[src/hw/rtl/ttac_pkg.sv]
// Shared constants for the tile-to-atlas coordinate mapper.
// Field widths, register reset value and default geometry parameters.
// No dependencies.
package ttac_pkg;

    // Default atlas geometry
    localparam int TILE_SIZE_DEF       = 32;
    localparam int LANE_WIDTH_DEF      = 256;
    localparam int SHORT_LANES_DEF     = 3;
    localparam int RESERVED_HEIGHT_DEF = 928;

    // Field widths
    localparam int TILE_X_W = 3;
    localparam int TILE_Y_W = 11;
    localparam int HEIGHT_W = 15;
    localparam int OUT_W    = 14;

    // Register reset value and output ceiling
    localparam int HEIGHT_RESET = 4096;
    localparam int OUT_MAX      = 16383;

endpackage

[src/hw/rtl/tile_to_atlas_coordinate_top.sv]
// Throughput: one transaction per cycle unless m_tready is held low; the lane
// division is a restoring divider unrolled to one quotient bit per pipeline stage,
// so every stage takes a new item.
// Stalls collapse bubbles stage by stage; nothing is dropped or repeated.
// Reset (rst_n low, asynchronous) empties the pipeline and sets atlas_height to 4096.
// Depends on ttac_pkg.
module tile_to_atlas_coordinate_top
    import ttac_pkg::*;
#(
    parameter int TILE_SIZE       = TILE_SIZE_DEF,
    parameter int LANE_WIDTH      = LANE_WIDTH_DEF,
    parameter int SHORT_LANES     = SHORT_LANES_DEF,
    parameter int RESERVED_HEIGHT = RESERVED_HEIGHT_DEF
)
(
    input  logic        clk,
    input  logic        rst_n,
    // configuration write: atlas_height
    input  logic        cfg_valid,
    output logic        cfg_ready,
    input  logic [14:0] cfg_data,
    // input stream
    input  logic        s_tvalid,
    output logic        s_tready,
    input  logic [15:0] s_tdata,   // [2:0] tile_x, [13:3] tile_y, [15:14] zero
    // output stream
    output logic        m_tvalid,
    input  logic        m_tready,
    output logic [31:0] m_tdata    // [13:0] atlas_x, [27:14] atlas_y, [31:28] zero
);

    // Derived widths
    localparam int PY_W   = $clog2(((1 << TILE_Y_W) - 1) * TILE_SIZE + 1);
    localparam int PX_W   = $clog2(((1 << TILE_X_W) - 1) * TILE_SIZE + 1);
    localparam int DIV_W  = HEIGHT_W;
    localparam int ST_W   = DIV_W + $clog2(SHORT_LANES + 1);
    localparam int CMP_W  = (PY_W > ST_W) ? PY_W : ST_W;
    localparam int LANE_W = PY_W + 1;
    localparam int X_W    = LANE_W + $clog2(LANE_WIDTH + 1) + 1;
    localparam int Y_W    = DIV_W + 2;
    localparam int LONG_RST  = (HEIGHT_RESET <= RESERVED_HEIGHT) ?
                               (RESERVED_HEIGHT + 1) : HEIGHT_RESET;
    localparam int SHORT_RST = LONG_RST - RESERVED_HEIGHT;

    // Lane heights, refreshed on each register write
    logic [DIV_W-1:0] long_h_reg,      long_h_next;
    logic [DIV_W-1:0] short_h_reg,     short_h_next;
    logic [ST_W-1:0]  short_total_reg, short_total_next;

    assign cfg_ready = 1'b1;

    // Clamp the height above the reserved area and derive the lane heights
    always_comb
    begin
        if (cfg_data <= DIV_W'(RESERVED_HEIGHT))
        begin
            long_h_next = DIV_W'(RESERVED_HEIGHT + 1);
        end
        else
        begin
            long_h_next = cfg_data;
        end
        short_h_next     = long_h_next - DIV_W'(RESERVED_HEIGHT);
        short_total_next = ST_W'(short_h_next) * ST_W'(SHORT_LANES);
    end

    always_ff @(posedge clk or negedge rst_n)
    begin
        if (!rst_n)
        begin
            long_h_reg      <= DIV_W'(LONG_RST);
            short_h_reg     <= DIV_W'(SHORT_RST);
            short_total_reg <= ST_W'(SHORT_RST * SHORT_LANES);
        end
        else if (cfg_valid && cfg_ready)
        begin
            long_h_reg      <= long_h_next;
            short_h_reg     <= short_h_next;
            short_total_reg <= short_total_next;
        end
    end

    // Pipeline storage: stage 0 is the prepared item, stage k holds k quotient bits
    logic              valid_reg [0:PY_W];
    logic              long_reg  [0:PY_W];
    logic [PX_W-1:0]   px_reg    [0:PY_W];
    logic [PY_W-1:0]   dvd_reg   [0:PY_W];
    logic [PY_W-1:0]   quo_reg   [0:PY_W];
    logic [DIV_W-1:0]  rem_reg   [0:PY_W];
    logic              en        [0:PY_W];

    logic              out_valid_reg;
    logic [OUT_W-1:0]  out_x_reg, out_x_next;
    logic [OUT_W-1:0]  out_y_reg, out_y_next;
    logic              en_out;

    // Per-stage advance: a stage loads when it is empty or its content moves on
    always_comb
    begin
        en_out   = !out_valid_reg || m_tready;
        en[PY_W] = !valid_reg[PY_W] || en_out;
        for (int k = PY_W - 1; k >= 0; k--)
        begin
            en[k] = !valid_reg[k] || en[k + 1];
        end
    end

    assign s_tready = en[0];

    // Stage 0: scale to pixels and pick short or full-height lanes
    logic [TILE_X_W-1:0] tile_x;
    logic [TILE_Y_W-1:0] tile_y;
    logic [PY_W-1:0]     py;
    logic [PX_W-1:0]     px_next;
    logic                long_next;
    logic [PY_W-1:0]     dvd_next;

    assign tile_x = s_tdata[TILE_X_W-1:0];
    assign tile_y = s_tdata[TILE_X_W+TILE_Y_W-1:TILE_X_W];

    always_comb
    begin
        py        = PY_W'(tile_y) * PY_W'(TILE_SIZE);
        px_next   = PX_W'(tile_x) * PX_W'(TILE_SIZE);
        long_next = CMP_W'(py) >= CMP_W'(short_total_reg);
        if (long_next)
        begin
            dvd_next = PY_W'(CMP_W'(py) - CMP_W'(short_total_reg));
        end
        else
        begin
            dvd_next = py;
        end
    end

    always_ff @(posedge clk or negedge rst_n)
    begin
        if (!rst_n)
        begin
            valid_reg[0] <= 1'b0;
        end
        else if (en[0])
        begin
            valid_reg[0] <= s_tvalid;
        end
    end

    always_ff @(posedge clk)
    begin
        if (en[0])
        begin
            long_reg[0] <= long_next;
            px_reg[0]   <= px_next;
            dvd_reg[0]  <= dvd_next;
            quo_reg[0]  <= '0;
            rem_reg[0]  <= '0;
        end
    end

    // Division stages: one restoring step per stage, dividend MSB first
    for (genvar k = 1; k <= PY_W; k++)
    begin : g_div
        logic [DIV_W-1:0] dsr;
        logic [DIV_W:0]   trial;
        logic             qbit;
        logic [DIV_W-1:0] rem_next;

        always_comb
        begin
            dsr      = long_reg[k-1] ? long_h_reg : short_h_reg;
            trial    = {rem_reg[k-1], dvd_reg[k-1][PY_W-k]};
            qbit     = trial >= {1'b0, dsr};
            rem_next = qbit ? DIV_W'(trial - {1'b0, dsr}) : trial[DIV_W-1:0];
        end

        always_ff @(posedge clk or negedge rst_n)
        begin
            if (!rst_n)
            begin
                valid_reg[k] <= 1'b0;
            end
            else if (en[k])
            begin
                valid_reg[k] <= valid_reg[k-1];
            end
        end

        always_ff @(posedge clk)
        begin
            if (en[k])
            begin
                long_reg[k] <= long_reg[k-1];
                px_reg[k]   <= px_reg[k-1];
                dvd_reg[k]  <= dvd_reg[k-1];
                quo_reg[k]  <= {quo_reg[k-1][PY_W-2:0], qbit};
                rem_reg[k]  <= rem_next;
            end
        end
    end

    // Output stage: place the lane, add the column offset, saturate
    logic [X_W-1:0] x_full;
    logic [Y_W-1:0] y_full;

    always_comb
    begin
        x_full = X_W'(X_W'(quo_reg[PY_W]) +
                      X_W'(long_reg[PY_W] ? SHORT_LANES : 0)) * X_W'(LANE_WIDTH)
                 + X_W'(px_reg[PY_W]);
        y_full = Y_W'(rem_reg[PY_W]) + Y_W'(long_reg[PY_W] ? 0 : RESERVED_HEIGHT);
        out_x_next = (x_full > X_W'(OUT_MAX)) ? OUT_W'(OUT_MAX) : x_full[OUT_W-1:0];
        out_y_next = (y_full > Y_W'(OUT_MAX)) ? OUT_W'(OUT_MAX) : y_full[OUT_W-1:0];
    end

    always_ff @(posedge clk or negedge rst_n)
    begin
        if (!rst_n)
        begin
            out_valid_reg <= 1'b0;
        end
        else if (en_out)
        begin
            out_valid_reg <= valid_reg[PY_W];
        end
    end

    always_ff @(posedge clk)
    begin
        if (en_out)
        begin
            out_x_reg <= out_x_next;
            out_y_reg <= out_y_next;
        end
    end

    assign m_tvalid = out_valid_reg;
    assign m_tdata  = {4'b0, out_y_reg, out_x_reg};

`ifndef ASSERT_OFF
    // Final remainder lies below the divisor that was chosen for the item
    assert property (@(posedge clk) disable iff (!rst_n)
        valid_reg[PY_W] |->
            (rem_reg[PY_W] < (long_reg[PY_W] ? long_h_reg : short_h_reg)))
        else $error("division remainder not below lane height");

    // An empty output register never blocks the input side
    assert property (@(posedge clk) disable iff (!rst_n)
        !out_valid_reg |-> s_tready)
        else $error("input stalled with empty output register");

    // A finished item moved into the output register shows as a result
    assert property (@(posedge clk) disable iff (!rst_n)
        (en_out && valid_reg[PY_W]) |=> m_tvalid)
        else $error("result lost at output register");
`endif

endmodule
[config.mk]
export PLATFORM = sky130hd
export DESIGN_NAME = tile_to_atlas_coordinate_top
export DESIGN_NICKNAME = d
export VERILOG_FILES = /design/src/hw/rtl/ttac_pkg.sv /design/src/hw/rtl/tile_to_atlas_coordinate_top.sv
export SDC_FILE = /design/constraint.sdc
export NUM_CORES = 1
export LEC_CHECK = 0
export ABC_CLOCK_PERIOD_IN_PS = 5350
export BUFFER_PORTS_ARGS = -buffer_cell sky130_fd_sc_hd__clkbuf_2
export CORE_MARGIN = 2
export CORE_UTILIZATION = 46
export DETAILED_ROUTE_END_ITERATION = 10
export GPL_TIMING_DRIVEN = 0
export HOLD_SLACK_MARGIN = 0.03
export PLACE_DENSITY = 0.62
export SKIP_LAST_GASP = 1
export SYNTH_ARGS = -nofsm -noshare
export SYNTH_HDL_FRONTEND = slang
export SYNTH_SLANG_ARGS = --single-unit
[constraint.sdc]
create_clock -name clk -period 5.35 [get_ports clk]
set_input_delay 0.2675 -clock clk [delete_from_list [all_inputs] [get_ports clk]]
set_output_delay 0.2675 -clock clk [all_outputs]
set_load 0.05 [all_outputs]
# Yosys cells after proc, flatten, opt, wreduce, memory -nomap -nowiden
# Memories as Yosys holds them, arrays and structs flattened.
# Cells that the tools add are included.
# word_totals
register_bits,93
ram_bits,952
inputBits,36
out_inout_bits,35
word_cells,176
memories,5
# classes
add_sub_neg,21
multipliers,1
order_cmp,20
muxes,70
reduce_logical,36
# memory_table
memory,words,width,read_ports,rd_ports_with_merged_regs,wr,line,source
dvd_reg,17,16,16,0,17,tile_to_atlas_coordinate_top.sv:87,logic [PY_W-1:0] dvd_reg [0:PY_W];
quo_reg,17,16,17,0,17,tile_to_atlas_coordinate_top.sv:88,logic [PY_W-1:0] quo_reg [0:PY_W];
rem_reg,17,15,17,0,17,tile_to_atlas_coordinate_top.sv:89,logic [DIV_W-1:0] rem_reg [0:PY_W];
px_reg,17,8,17,0,17,tile_to_atlas_coordinate_top.sv:86,logic [PX_W-1:0] px_reg [0:PY_W];
long_reg,17,1,17,0,17,tile_to_atlas_coordinate_top.sv:85,logic long_reg [0:PY_W];
# op_table
operator,n
2-to-1 mux 15 bit,33
>= comparator 16 x 15 -> 1 bit,16
subtractor 15 bit,16
2-to-1 mux 1 bit,34
adder 25 x 8 -> 26 bit,1
"greater-than comparator 26 x 14 -> 1 bit, second input constant",1
logical NOT 1 bit,18
logical OR 1 bit,18
adder 16 x 2 -> 17 bit,1
>= comparator 16 x 17 -> 1 bit,1
"multiplier 15 x 2 -> 17 bit, second input constant",1
adder 15 x 10 -> 16 bit,1
"greater-than comparator 16 x 14 -> 1 bit, second input constant",1
2-to-1 mux 16 bit,1
subtractor 16 bit,1
"less-or-equal comparator 15 x 10 -> 1 bit, second input constant",1
"subtractor 15 x 10 -> 15 bit, second input constant",1
2-to-1 mux 10 bit,1
2-to-1 mux 2 bit,1

# Logic depth before layout (Yosys ltp)
# depth
word_depth,21
mapped_depth,15
mapped_depth_nobuf,15

# Least setup slack after synthesis
# OpenSTA, ideal clock, no wires.
# synth_timing
path_type,register to register
from,register out_valid_reg (netlist: m_tvalid)
to,"memory dvd_reg[0][64] (netlist name), enable pin"
setup_ns,0.595
t_arrival_ns,4.593
required_ns,4.755
path_slack_ns,0.162
stages_incl_launch_ff,10
path_buffers,1
period_less_slack_ns,5.188
cell_sequence,dfrtp_1 nand2b_1 nor2_1 inv_1 nor2_1 nand2_1 nor3_1 and2_1 clkbuf_2 nand3_1
# synth_lines
element,line,source
"start, declared",tile_to_atlas_coordinate_top.sv:92,logic out_valid_reg;
"start signal, assigned",tile_to_atlas_coordinate_top.sv:223,out_valid_reg <= valid_reg[PY_W];
"end, declared",tile_to_atlas_coordinate_top.sv:87,

==> results.ini <==
[grt]
grt_use_met3 = 0.0319
grt.met1_usage = 0.306
grt_busiest_layer = met2
grt_pass1_wl_microns = 145000
grt_max_degree = 60
grt_overflow_total = 0
grt.total_usage = 0.228
antenna_found_initial = 4
use_met2 = 0.382
grt_pass1_vias = 24900

[timing]
slew_viol_final = 0
rsz0062_at_grt = no
finalSetupViolations = 0
relSlewSlack = 0.0428
fmax_mhz = 204
min_period_ns = 4.91
finalClockSkew_ns = 0.0481
setup_slack_ns = 0.437
finalSetupTns_ns = 0
tightest_slew_ns = 1.43
hold_viol_final = 0
finalCritPeriodShare = 0.918

[die]
boundaryPins = 71
coreArea_sq_um = 80500
dieHeight_microns = 289
die_area_sq_um = 83700
start_util = 0.465
fp.dieW_microns = 289
rows = 104

[placement]
place.gp.congestion = 0.900
dp_slack_ns = -0.204
dp_cells = 4216
hpwl_microns = 68400
port_buffers = 62
dpl_cell_area_sq_um = 39300

[critical_path]
cp_max_fo = 38
slowest_delay_ns = 0.45
path_common_cell = clkbuf_2
crit_path_start_kind = flip-flop
path_buf_inv = 3
crit_path_end_kind = output pin
cp_slowest_cell = nor3_1
cp_data_arrival_time_ns = 4.65
critPathKind = reg2out
required_ns = 5.08
path_cells = nand2b_4 > nor2_1 > inv_4 > nor2_2 > nand2_4 > nor3_1 > and2_1 > clkbuf_2 > and4_1 > nand2_2 > clkbuf_2
cp_top_family = simple AND/OR/NAND/NOR gates

[run_status]
status = completed

[logic_synthesis]
ys_types = 84
synth_edf_count = 604
synthTopCellsByArea = edfxtp_1 (48%), ha_1 (8.8%), mux2_2 (5.2%)
async_flop_share = 0.0890
synth_top_area_cell = edfxtp_1
synth_warnings = 0
yosysSeqAreaShare = 0.524
syn_area_per_cell_sq_um = 12.1
netlist.area_leader.share = 0.485
synth-main-ff-cell = edfxtp_1
synthTopCellsByCount = edfxtp_1 (604), ha_1 (262), nor2_1 (209)
synth-seq-cells = 663
yosysMostFrequentCell = edfxtp_1
netlist_area_sq_um = 37400
synth_cells = 3082

[clock_network]
cts_sinks = 663
cts_tree = done
h-tree-depth = 3
clk_latency_ns = 0.63
cts_buffers = 76
clkTransAtPathRegs_ns = 0.06
cts_buffer_depth = 3
clockRootBuffer = clkbuf_16

[flow_run]
drv_cap = 0

[detailed_routing]
wl_microns = 95300
drc = 0
dr.pass1.iters = 6
drt-vias-per-instance = 5.67
antenna_left = 0
vias = 24900
drtIter0Drc = 1825
routedWlPerCell_microns = 21.7

[finish]
nets = 3575
drive_gt1_frac = 0.139
syn2layout_area_growth_pct = 12.7
design_area_sq_um = 42200
largest_reg_flops = 240
instances_no_fill = 4388

[worst_hold_path]
hold_class = in2reg

[pwr]
vdd_ir_drop_max_uv = 267
p_leak_nw = 17.5
p_per_area_nw_per_um2 = 606
fin_total_pwr_mw = 25.6

final cells by class:
| cell class | count | area, sq um |
|---|---|---|
| Clock buffer | 102 | 2050 |
| Multi-Input combinational cell | 2198 | 16900 |
| Fill cell | 6861 | 38400 |
| Clock inverter | 38 | 519 |
| Antenna cell | 6 | 15.0 |
| Buffer | 106 | 487 |
| Inverter | 118 | 447 |
| Tap cell | 1060 | 1330 |
| Sequential cell | 663 | 19600 |
| Timing Repair Buffer | 97 | 753 |
routing by layer:
metal	wire [microns]	part of all wire
met5	0	0
met4	2730	0.029
met3	4310	0.045
met2	45700	0.48
met1	42500	0.45
tightest hold or removal path: stages:
cell      delay, ns
clkbuf_1       0.15
nand2_1        0.10
o311ai_0       0.11
per-stage QoR:
stage                     hold slack (ns)   util
after floorplan                   -0.0281      -
after global placement              0.400  0.485
after detailed placement            0.405  0.488
after CTS                          0.0375  0.523
after global routing               0.0782  0.523
final                              0.0663  0.524
report_power, final:
group          switching (mW)  internal (mW)
combinational            6.41           5.05
sequential              0.832           8.02
clock                    2.14           3.12
total                    9.38           16.2
worst paths after layout:
kind | startpoint | to | slack (ns) | cells after the start
setup / recovery | m_tvalid$_DFFE_PN0P_ | s_tready | 0.44 | 11
hold / removal | cfg_valid | short_total_reg[15]$_DFFE_PN0P_ | 0.07 | 3
setup reg to reg | short_h_reg[5]$_DFFE_PN1P_ | rem_reg[0][251]$_DFFE_PP_ | 0.54 | 11
hold reg to reg | quo_reg[0][176]$_DFFE_PP_ | quo_reg[0][193]$_DFFE_PP_ | 0.41 | 0
max in group asynchronous | rst_n | long_h_reg[1]$_DFFE_PN0P_ | 4.41 | 2
min in group asynchronous | rst_n | m_tvalid$_DFFE_PN0P_ | 0.29 | 2
placed cells by master (no fill, tap or decap), drive strengths merged, types with 117 or more instances in the layout:
cell type	count
xnor2	133
edfxtp	604
nand2	178
mux2i	188
a21oi	161
clkbuf	236
o21ai	117
ha	262
inv	120
mux2	177
nor2	209
logic make-up (layout without fill, tap and decap cells):
family                     after synthesis  count (layout)  share of synthesized area
xor gates and xnor gates               194             194                     0.0454
adders and majority gates              279             279                     0.0967
buffers and inverters                  224             461                     0.0248
AOI/OAI and AO/OA                      601             601                      0.105
muxes                                  365             365                      0.104
other                                    2              11                   0.000201
and+or+nand+nor                        754             754                     0.0997
DFF                                    663             663                      0.524
repair_timing:
| action | 4_1_cts | 5_1_grt |
|---|---|---|
| resized for setup | 3 | 3 |
| endpoints found under the hold margin | 75 | 0 |
| buffers inserted | 0 | 0 |
| hold buffers | 26 | 0 |
| endpoints found under the setup margin | 1 | 1 |
Note: power is estimated with default switching activity, not from simulation.
